$ cat config.mk
export PLATFORM = sky130hd
export DESIGN_NAME = fully_associative_lru_tag_store_unit
export DESIGN_NICKNAME = d
export VERILOG_FILES = /design/src/rtl/falru_pkg.sv /design/src/rtl/falru_lookup.sv /design/src/rtl/falru_state.sv /design/src/rtl/fully_associative_lru_tag_store_unit.sv
export SDC_FILE = /design/constraint.sdc
export NUM_CORES = 1
export LEC_CHECK = 0
export ABC_AREA = 1
export BUFFER_PORTS_ARGS = -buffer_cell sky130_fd_sc_hd__buf_4
export CORE_ASPECT_RATIO = 0.9
export CORE_UTILIZATION = 45
export DETAILED_ROUTE_END_ITERATION = 12
export HOLD_SLACK_MARGIN = 0.15
export PLACE_DENSITY = 0.67
export SLEW_MARGIN = 20
export SYNTH_ARGS = -nofsm -noshare
export SYNTH_HDL_FRONTEND = slang
export SYNTH_SLANG_ARGS = --single-unit
$ cat constraint.sdc
create_clock -name clk -period 11.1 [get_ports clk]
set_input_delay 2.22 -clock clk [delete_from_list [all_inputs] [get_ports clk]]
set_output_delay 2.22 -clock clk [all_outputs]
set_load 0.03 [all_outputs]
$ cat src/rtl/falru_pkg.sv
// Shared types and constants for the fully associative LRU tag store.
// No dependencies; used by falru_lookup, falru_state and the top level.
`default_nettype none
package falru_pkg;

	localparam int AddrW   = 32;  // byte address width
	localparam int TagW    = 32;  // stored tag width
	localparam int OffsetW = 5;   // width of the offset register
	localparam int WayW    = 4;   // width of the reported way index

	localparam logic [OffsetW-1:0] OffsetReset = 5'd5;

	// Outcome of one lookup: hit flag and the way hit, filled or replaced.
	typedef struct packed {
		logic            hit;
		logic [WayW-1:0] way;
	} lookup_t;

endpackage
`default_nettype wire

$ cat src/rtl/falru_lookup.sv
// Tag compare and victim selection for the LRU tag store.
// Pure combinational; depends on falru_pkg.
`default_nettype none
module falru_lookup #(
	parameter int WAYS  = 4,
	parameter int RankW = 2
) (
	input  wire logic [falru_pkg::TagW-1:0]            tag,
	input  wire logic [WAYS-1:0]                       valid_vec,
	input  wire logic [WAYS-1:0][falru_pkg::TagW-1:0]  tags,
	input  wire logic [WAYS-1:0][RankW-1:0]            ranks,
	output falru_pkg::lookup_t                         result
);

	localparam logic [RankW-1:0] OldestRank = RankW'(WAYS - 1);

	logic [WAYS-1:0]           match;
	logic                      any_match;
	logic [falru_pkg::WayW-1:0] match_way;
	logic                      any_free;
	logic [falru_pkg::WayW-1:0] free_way;
	logic [falru_pkg::WayW-1:0] lru_way;

	always_comb begin
		for (int i = 0; i < WAYS; i++) begin
			match[i] = valid_vec[i] && (tags[i] == tag);
		end
	end

	// Priority encoders: scan downward so the lowest index wins.
	always_comb begin
		any_match = 1'b0;
		match_way = '0;
		any_free  = 1'b0;
		free_way  = '0;
		lru_way   = '0;
		for (int i = WAYS - 1; i >= 0; i--) begin
			if (match[i]) begin
				any_match = 1'b1;
				match_way = falru_pkg::WayW'(i);
			end
			if (!valid_vec[i]) begin
				any_free = 1'b1;
				free_way = falru_pkg::WayW'(i);
			end
			if (ranks[i] == OldestRank) begin
				lru_way = falru_pkg::WayW'(i);
			end
		end
	end

	always_comb begin
		result.hit = any_match;
		if (any_match) begin
			result.way = match_way;
		end else if (any_free) begin
			result.way = free_way;
		end else begin
			result.way = lru_way;
		end
	end

endmodule
`default_nettype wire

$ cat src/rtl/falru_state.sv
// Valid bits, tags and recency ranks of the LRU tag store, with their update.
// Depends on falru_pkg.
`default_nettype none
module falru_state #(
	parameter int WAYS  = 4,
	parameter int RankW = 2
) (
	input  wire logic                                  clk,
	input  wire logic                                  arst_n,
	input  wire logic                                  update,
	input  wire logic [falru_pkg::TagW-1:0]            tag,
	input  wire falru_pkg::lookup_t                    result,
	output logic [WAYS-1:0]                            valid_vec,
	output logic [WAYS-1:0][falru_pkg::TagW-1:0]       tags,
	output logic [WAYS-1:0][RankW-1:0]                 ranks
);

	localparam int IdxW = (WAYS > 1) ? $clog2(WAYS) : 1;

	logic [WAYS-1:0]            valid_q;
	logic [WAYS-1:0][falru_pkg::TagW-1:0] tags_q;
	logic [WAYS-1:0][RankW-1:0] ranks_q;
	logic [WAYS-1:0][RankW-1:0] ranks_next;
	logic [IdxW-1:0]            idx;
	logic [RankW-1:0]           old_rank;

	assign idx      = result.way[IdxW-1:0];
	assign old_rank = ranks_q[idx];

	// Touch: the chosen way goes to rank 0, more recent ways age by one.
	always_comb begin
		for (int i = 0; i < WAYS; i++) begin
			if (IdxW'(i) == idx) begin
				ranks_next[i] = '0;
			end else if (ranks_q[i] < old_rank) begin
				ranks_next[i] = ranks_q[i] + 1'b1;
			end else begin
				ranks_next[i] = ranks_q[i];
			end
		end
	end

	always_ff @(posedge clk or negedge arst_n) begin
		if (!arst_n) begin
			valid_q <= '0;
			for (int i = 0; i < WAYS; i++) begin
				ranks_q[i] <= RankW'(i);
			end
		end else if (update) begin
			ranks_q <= ranks_next;
			if (!result.hit) begin
				valid_q[idx] <= 1'b1;
			end
		end
	end

	// Tags carry no reset; a tag is read only behind its valid bit.
	always_ff @(posedge clk) begin
		if (update && !result.hit) begin
			tags_q[idx] <= tag;
		end
	end

	assign valid_vec = valid_q;
	assign tags      = tags_q;
	assign ranks     = ranks_q;

endmodule
`default_nettype wire

$ cat src/rtl/fully_associative_lru_tag_store_unit.sv
// Top level of the fully associative LRU tag store.
// Depends on falru_pkg, falru_lookup and falru_state.
//
// Fully associative tag store with LRU replacement. Each item is one byte
// address; its tag is the address shifted right by the offset register
// (reset 5), written by the user through cfg_we/cfg_wdata only while the
// block is idle; the block does not check this. A valid matching way
// reports hit=1 with that way and becomes most recent. On a miss the
// lowest-index invalid way is filled, or else the least recently used way
// is replaced; that way takes the tag, becomes most recent and is reported
// with hit=0. It sustains one item per clock while not stalled. An input
// register feeds one pass of tag compare, priority select and state update
// that writes the result register. The compare across all WAYS tags plus
// the priority encoders set the clock path. A stalled result holds the
// input register; the next item already in it sees the state left by the
// one ahead, since the state updates on the same edge that loads the result register.
`default_nettype none
module fully_associative_lru_tag_store_unit #(
	parameter int WAYS = 4
) (
	input  wire logic                          clk,
	input  wire logic                          arst_n,
	// configuration
	input  wire logic                          cfg_we,
	input  wire logic [falru_pkg::OffsetW-1:0] cfg_wdata,
	// input channel
	input  wire logic                          in_valid,
	output logic                               in_ready,
	input  wire logic [falru_pkg::AddrW-1:0]   address,
	// result channel
	output logic                               out_valid,
	input  wire logic                          out_ready,
	output logic                               hit,
	output logic [falru_pkg::WayW-1:0]         way
);

	localparam int RankW = (WAYS > 1) ? $clog2(WAYS) : 1;
	localparam int IdxW  = RankW;

	logic [falru_pkg::OffsetW-1:0] offset_q;

	// stage 1: input register
	logic                          valid_s1;
	logic [falru_pkg::AddrW-1:0]   address_s1;
	// stage 2: result register
	logic                          valid_s2;
	falru_pkg::lookup_t            result_s2;

	logic                          advance;
	logic [falru_pkg::TagW-1:0]    tag;
	falru_pkg::lookup_t            result;
	logic [WAYS-1:0]               valid_vec;
	logic [WAYS-1:0][falru_pkg::TagW-1:0] tags;
	logic [WAYS-1:0][RankW-1:0]    ranks;

	// offset register
	always_ff @(posedge clk or negedge arst_n) begin
		if (!arst_n) begin
			offset_q <= falru_pkg::OffsetReset;
		end else if (cfg_we) begin
			offset_q <= cfg_wdata;
		end
	end

	// The item in stage 1 moves on when the result register is free or drains.
	assign advance  = valid_s1 && (!valid_s2 || out_ready);
	assign in_ready = !valid_s1 || advance;

	always_ff @(posedge clk or negedge arst_n) begin
		if (!arst_n) begin
			valid_s1 <= 1'b0;
		end else if (in_ready) begin
			valid_s1 <= in_valid;
		end
	end

	always_ff @(posedge clk) begin
		if (in_ready && in_valid) begin
			address_s1 <= address;
		end
	end

	assign tag = address_s1 >> offset_q;

	falru_lookup #(
		.WAYS  (WAYS),
		.RankW (RankW)
	) u_lookup (
		.tag       (tag),
		.valid_vec (valid_vec),
		.tags      (tags),
		.ranks     (ranks),
		.result    (result)
	);

	falru_state #(
		.WAYS  (WAYS),
		.RankW (RankW)
	) u_state (
		.clk       (clk),
		.arst_n    (arst_n),
		.update    (advance),
		.tag       (tag),
		.result    (result),
		.valid_vec (valid_vec),
		.tags      (tags),
		.ranks     (ranks)
	);

	// result register
	always_ff @(posedge clk or negedge arst_n) begin
		if (!arst_n) begin
			valid_s2 <= 1'b0;
		end else if (advance) begin
			valid_s2 <= 1'b1;
		end else if (out_ready) begin
			valid_s2 <= 1'b0;
		end
	end

	always_ff @(posedge clk) begin
		if (advance) begin
			result_s2 <= result;
		end
	end

	assign out_valid = valid_s2;
	assign hit       = result_s2.hit;
	assign way       = result_s2.way;

`ifndef SYNTHESIS
	// An empty result register never holds back the input side.
	a_ready_when_empty: assert property (@(posedge clk) disable iff (!arst_n)
		!valid_s2 |-> in_ready)
		else $error("input stalled with an empty result register");

	// A processed item always lands in the result register.
	a_advance_loads: assert property (@(posedge clk) disable iff (!arst_n)
		advance |=> valid_s2)
		else $error("processed item lost");

	// The reported way is valid and most recent right after its update.
	a_way_touched: assert property (@(posedge clk) disable iff (!arst_n)
		advance |=> (valid_vec[result_s2.way[IdxW-1:0]]
			&& (ranks[result_s2.way[IdxW-1:0]] == '0)))
		else $error("reported way not valid or not most recent");

	// A hit can only name a valid way.
	a_hit_valid: assert property (@(posedge clk) disable iff (!arst_n)
		(valid_s2 && result_s2.hit) |-> valid_vec[result_s2.way[IdxW-1:0]])
		else $error("hit reported on an invalid way");
`endif

endmodule
`default_nettype wire

==> key figures, run 1 <==
Status
  – Status: finished, final reports clean

Logic synthesis
  – Seq/Total Area, Yosys: 49.9%
  – Synth Instances: 1339
  – Yosys top cell by area: edfxtp_1
  – Syn. warnings: 0
  – Cell variety after synth: 40
  – Most common cell in the synthesized netlist: nand2_1
  – Yosys top cell area share: 45.4%
  – Asr flop ratio synth: 10.4%
  – Top cells by area, synth: edfxtp_1 (45%), nand2_1 (16%), nand3_1 (9.9%), inv_1 (4.5%), nand3_2 (3.7%)
  – Mapped Avg Cell Area: 8.05 um^2
  – Synth Flop Type: edfxtp_1
  – Register bit total from synthesis: 182
  – Most frequent cells after synthesis: nand2_1 (471), nand3_1 (214), edfxtp_1 (163), inv_1 (130), nor2_1 (101)
  – Number of enable flip-flop cells after synthesis: 163
  – Synthesized cell area: 10800 um^2

Global routing
  – First-pass GRT wire length: 45600 um
  – Largest net degree at the start of global routing: 74
  – GR Util met1: 33.6%
  – Met2 usage: 38.3%
  – Global routing met3 resource utilization: 4.70%
  – Vias in the first global route: 8630
  – Gr usage total: 24.7%
  – Overflow left after global routing: 0
  – Initial antenna violation count: 0
  – Most crowded layer after global routing: met2

Layout
  – Syn-to-layout area delta: 11.5%
  – Fraction of layout cells with a size suffix above 1: 13.7%
  – Antenna Cells: 0
  – Nets: 1418
  – Core Util, Final: 51.3%
  – Fill cells: 2171

Worst setup path
  – Setup CP Type: reg2reg
  – R2R Setup Slk: 5.98 ns
  – Crit-path max FO: 50
  – WP data arrival: 5.22 ns
  – Critical Path, Cell by Cell: buf_4 > inv_2 > nand4_1 > nor2_2 > nor2_1 > nor2_1 > nand2_1 > nor2_1 > nand2_1 > nor2_1 > nand3_1 > nor2_1 > nand3_1 > nand2_1 > nor2_2 > nand2_2 > nand2_4 > nor2_2 > inv_1 > nor2_4 > buf_4
  – R2R depth: 21
  – Worst path required time: 11.20 ns
  – Worst r2r src: offset_q[3]
  – Critical path launch point type: register
  – Critical R2R Capture: u_state.tags[80]
  – Critical path capture point type: register
  – Cell repeated most along the worst path: nor2_1
  – Max stage delay on crit path: 0.80 ns
  – CP Launch Point: offset_q[3]
  – Crit path max-delay cell type: inv_2

Die
  – Die Footprint: 24600 um^2
  – Row cnt: 53
  – Chip height: 149 um
  – Io pins: 49
  – Width of the die: 165 um
  – Starting Density: 46.0%
  – Core box area: 23400 um^2

Clock network
  – PostCTS Resize Cnt: 0
  – Max Buffers Root-to-Sink: 2
  – CTS H-tree depth: 4
  – Post-CTS Hold Fix Bufs: 0
  – Worst skew pair latency: 0.45 ns
  – Reg clk slew, reported paths: 0.08 ns
  – TritonCTS Buffers: 17
  – CTS tree: done
  – # clock sinks: 182
  – Buffer count from post-CTS setup fixing: 0
  – Clock Tree Root: clkbuf_16

Timing
  – Worst Tran Pin Value: 1.04 ns
  – Fmax: 0.195 GHz
  – Total negative slack: 0 ns
  – # setup viols final: 0
  – Final Hold Fails: 0
  – Slew Viols, Final: 0
  – Post-route minimum period: 5.12 ns
  – Skew final: 0.0149 ns
  – Max-slew headroom: 30.6%
  – Period utilisation layout: 46.2%
  – Unrepaired setup endpoints after global routing: false

Power
  – Switch share: 39.1%
  – Logic pwr share: 34.8%
  – Pwr Density: 211 nW/um^2
  – Internal power: 1550 uW
  – Leakage: 0.00555 uW
  – Worst IR Drop VDD: 127 uV
  – NetSw: 992 uW
  – Register share of total power: 39.8%
  – Clock power frac: 25.4%

Detailed routing
  – Final WL: 28700 um
  – Wire per inst: 17.0 um
  – Post-route ant nets: 0
  – Via/cell ratio: 5.42
  – Iter 0 DRT Violations: 840
  – Via count: 9151
  – DRC: 0
  – DR pass1 iterations: 6

Place
  – Gp weighted congestion: 0.909
  – # port buffers: 46
  – HPWL after DPL: 20900 um

Hold path
  – Hold Crit Class: reg2reg
  – WHS Path Cells: 2
  – HP Start: u_state.ranks[7]
  – Hold Path End: u_state.ranks[7]

Flow run
  – # Max-Cap Violations: 0
==> logic make-up after synthesis <==
group	Yosys count	synth area share, %
buffers and inverters	187	7.46
adders and majority gates	4	0.464
AOI/OAI and AO/OA	33	1.76
DFF	182	49.9
other	1	0.0348
xor gates and xnor gates	4	0.325
and+or+nand+nor	928	40.1
==> stage by stage <==
stage / instance area [um^2] / worst slack [ns] / power, uW / hold slack [ns] / cells
after floorplan: 10800 / 5.68 / 1630 / 0.447 / 1340
after global placement: 11300 / 5.90 / 1860 / 0.473 / 1653
after detailed placement: 11400 / 5.85 / 1890 / 0.477 / 1654
after CTS: 12000 / 5.79 / 2530 / 0.488 / 1686
after global routing: 12000 / 5.58 / 2690 / 0.519 / 1687
final: 12000 / 5.98 / 2540 / 0.490 / 1687
==> cell usage in the layout, fill, tap and decap left out, types with 3 or more instances in the layout <==
cell,n
o21ai_2,3
clkinv_8,4
clkbuf_16,17
o21ai_1,3
ha_1,4
dfrtp_1,13
inv_1,129
nor2_1,98
dfstp_2,6
or2_1,3
inv_2,11
inv_6,4
or2_2,3
buf_4,55
nor2_4,4
a21oi_1,6
clkinv_4,3
nand4_1,36
nand3b_1,24
edfxtp_1,163
o21ai_0,16
nand2_2,21
nor2_2,6
xor2_1,3
nand2_1,471
nand3_2,40
nand3_1,214
==> power groups by stage <==
stage | Combinational (uW) | Clock, uW | Sequential (uW)
finish | 885 | 645 | 1010
floorplan | 627 | 0 | 1010
CTS | 870 | 651 | 1010
global route | 989 | 676 | 1020
global placement | 844 | 0 | 1020
detailed placement | 864 | 0 | 1020
==> sequential cells by signal, summed over array words and instances, names as in the netlist <==
register	flops
address_s1	32
way	2
u_state.valid_vec	4
out_valid	1
u_state.ranks	8
valid_s1	1
offset_q	5
u_state.tags	128
hit	1
==> final cells by class <==
| class | instances | area, um^2 | share of cell area (%) |
|---|---|---|---|
| sequential | 182 | 5380 | 44.7 |
| multi-input combinational | 971 | 4630 | 38.5 |
| inverter | 143 | 544 | 4.53 |
| timing repair buffer | 57 | 460 | 3.83 |
| clock buffer | 17 | 425 | 3.54 |
| tap | 302 | 378 | 3.14 |
| clock inverter | 15 | 208 | 1.73 |
==> worst max-delay path by stage <==
stage and to:
2_1_floorplan u_state.tags[100], 3_3_place_gp u_state.tags[1], 3_5_place_dp u_state.tags[52], 4_1_cts u_state.tags[32], 5_1_grt u_state.tags[64], 6_report u_state.tags[80]
==> worst max-delay path: cells and delay by family (launching register included) <==
kind	cells	cell delay [ns]
buffers and inverters	4	1.63
DFF	1	0.36
and+or+nand+nor	17	2.73
==> routing by layer <==
layer  wire, um  vias up
met4        945        0
met1      12500     4277
met5          0        -
li1           -     4494
met3       2230       50
met2      13000      330
(Power assumes the default switching activity.)
==> inputs of run 2 (changes only) <==
PLACE_DENSITY = 0.7   (was 0.67)
clock period = 4.65 ns   (was 11.1 ns; I/O delays follow)
==> key figures, run 2 (synthesis results as in run 1) <==
Detailed routing
  – Via count: 9210
  – Final WL: 28200 um
  – Iter 0 DRT Violations: 1024
  – Post-route ant nets: 0
  – Wire per inst: 16.7 um
  – DRC: 0
  – Via/cell ratio: 5.45
  – DR pass1 iterations: 5

Layout
  – Nets: 1421
  – Antenna Cells: 0
  – Commonest cells after routing, fill and taps aside: nand2_1 (471), nand3_1 (214), edfxtp_1 (163)
  – Finished Cell Area: 12000 um^2
  – Fraction of layout cells with a size suffix above 1: 13.8%
  – Non-Filler Instances: 1690
  – Syn-to-layout area delta: 11.6%
  – Commonest non-fill, non-tap cell in the layout: nand2_1
  – Core Util, Final: 51.4%
  – Max reg flops: 128

Die
  – Chip height: 149 um
  – Io pins: 49
  – Width of the die: 165 um
  – Row cnt: 53
  – Core box area: 23400 um^2
  – Starting Density: 46.0%
  – Die Footprint: 24600 um^2

Worst setup path
  – Critical Path, Cell by Cell: buf_4 > nand2_1 > nand3_1 > nand3_1 > nand2_2 > nand3_1 > nand2_1 > nand2_1 > nand2_1 > nor2_1 > nand2_1 > nor2_1 > nand3_1 > nand2_1 > nor2_2 > nand2_2 > nand2_4 > inv_1 > nor2_1 > inv_1 > nor2_4 > buf_12
  – Critical path launch point type: register
  – Worst path required time: 4.78 ns
  – Cell repeated most along the worst path: nand2_1
  – R2R depth: 22
  – Crit-path max FO: 33
  – Critical path capture point type: register
  – Max stage delay on crit path: 0.64 ns
  – WP data arrival: 4.13 ns
  – Setup CP Type: reg2reg
  – Crit path max-delay cell type: dfstp_2

Global routing
  – First-pass GRT wire length: 45100 um
  – Met2 usage: 38.3%
  – Initial antenna violation count: 0
  – Vias in the first global route: 8497
  – GR Util met1: 33.9%
  – Gr usage total: 24.4%
  – Overflow left after global routing: 0
  – Global routing met3 resource utilization: 4.36%
  – Most crowded layer after global routing: met2
  – Largest net degree at the start of global routing: 42

Clock network
  – # clock sinks: 182
  – Reg clk slew, reported paths: 0.08 ns
  – Max Buffers Root-to-Sink: 2
  – PostCTS Resize Cnt: 0
  – Clock Tree Root: clkbuf_16
  – Buffer count from post-CTS setup fixing: 0
  – Worst skew pair latency: 0.44 ns
  – Post-CTS Hold Fix Bufs: 0
  – CTS tree: done
  – TritonCTS Buffers: 17
  – CTS H-tree depth: 4

Flow run
  – # Max-Cap Violations: 0

Timing
  – # setup viols final: 0
  – Slew Viols, Final: 0
  – Final Hold Fails: 0
  – Fmax: 0.250 GHz
  – Max-slew headroom: 59.0%
  – Total negative slack: 0 ns
  – Worst Tran Pin Value: 0.614 ns
  – Post-route minimum period: 4.00 ns
  – Skew final: 0.0116 ns
  – Unrepaired setup endpoints after global routing: false
  – Period utilisation layout: 86.1%
  – Final Hold Slack: 0.363 ns

Place
  – Cells after DPL: 1658
  – Gp weighted congestion: 0.885
  – HPWL after DPL: 20300 um
  – Post-DP Area: 11400 um^2
  – # port buffers: 46

Power
  – Pwr Density: 494 nW/um^2
  – Worst IR Drop VDD: 242 uV
  – Leakage: 0.00555 uW

Status
  – Status: finished, final reports clean

Hold path
  – Hold Crit Class: in2async
-- run 2: power breakdown --
part	total, uW	internal [uW]	switching [uW]
Combinational	2130	651	1480
Sequential	2390	2230	166
Clock	1420	717	707
Total	5950	3600	2350
-- run 2: metrics by stage --
stage | worst slack (ns) | total power [uW]
2_1_floorplan | 0.388 | 3900
3_3_place_gp | 0.725 | 4490
3_5_place_dp | 0.710 | 4530
4_1_cts | 0.682 | 5950
5_1_grt | 0.236 | 6310
6_report | 0.645 | 5950
-- run 2: routing by layer --
layer	up-vias	part of all wire, %
met2	397	45
met3	48	8.3
met1	4258	44
li1	4507	-
met4	0	2.5
met5	-	0
-- run 2: cell type report --
cell class / count / area, um^2
Fill cell: 2189 / 11400
Sequential cell: 182 / 5380
Multi-Input combinational cell: 971 / 4630
Inverter: 143 / 544
Timing Repair Buffer: 60 / 513
Clock buffer: 17 / 425
Tap cell: 302 / 378
Clock inverter: 15 / 154
-- run 2: critical path: cells and delay by family, from the launching register on --
kind,cells,cell delay [ns]
flip-flops,1,0.64
AND/OR/NAND/NOR,18,2.24
buffers and inverters,4,0.77
-- run 2: path summary, 6_finish.rpt --
check | endpoint | from | slack (ns)
max | u_state.tags[37] | offset_q[0] | 0.65
min reg2reg | u_state.ranks[7] | u_state.ranks[7] | 0.49
max in group asynchronous | offset_q[2] | arst_n | 4.00
min | u_state.ranks[4] | arst_n | 0.36
min in group clk | u_state.ranks[7] | u_state.ranks[7] | 0.49
max reg2reg | u_state.tags[37] | offset_q[0] | 0.65
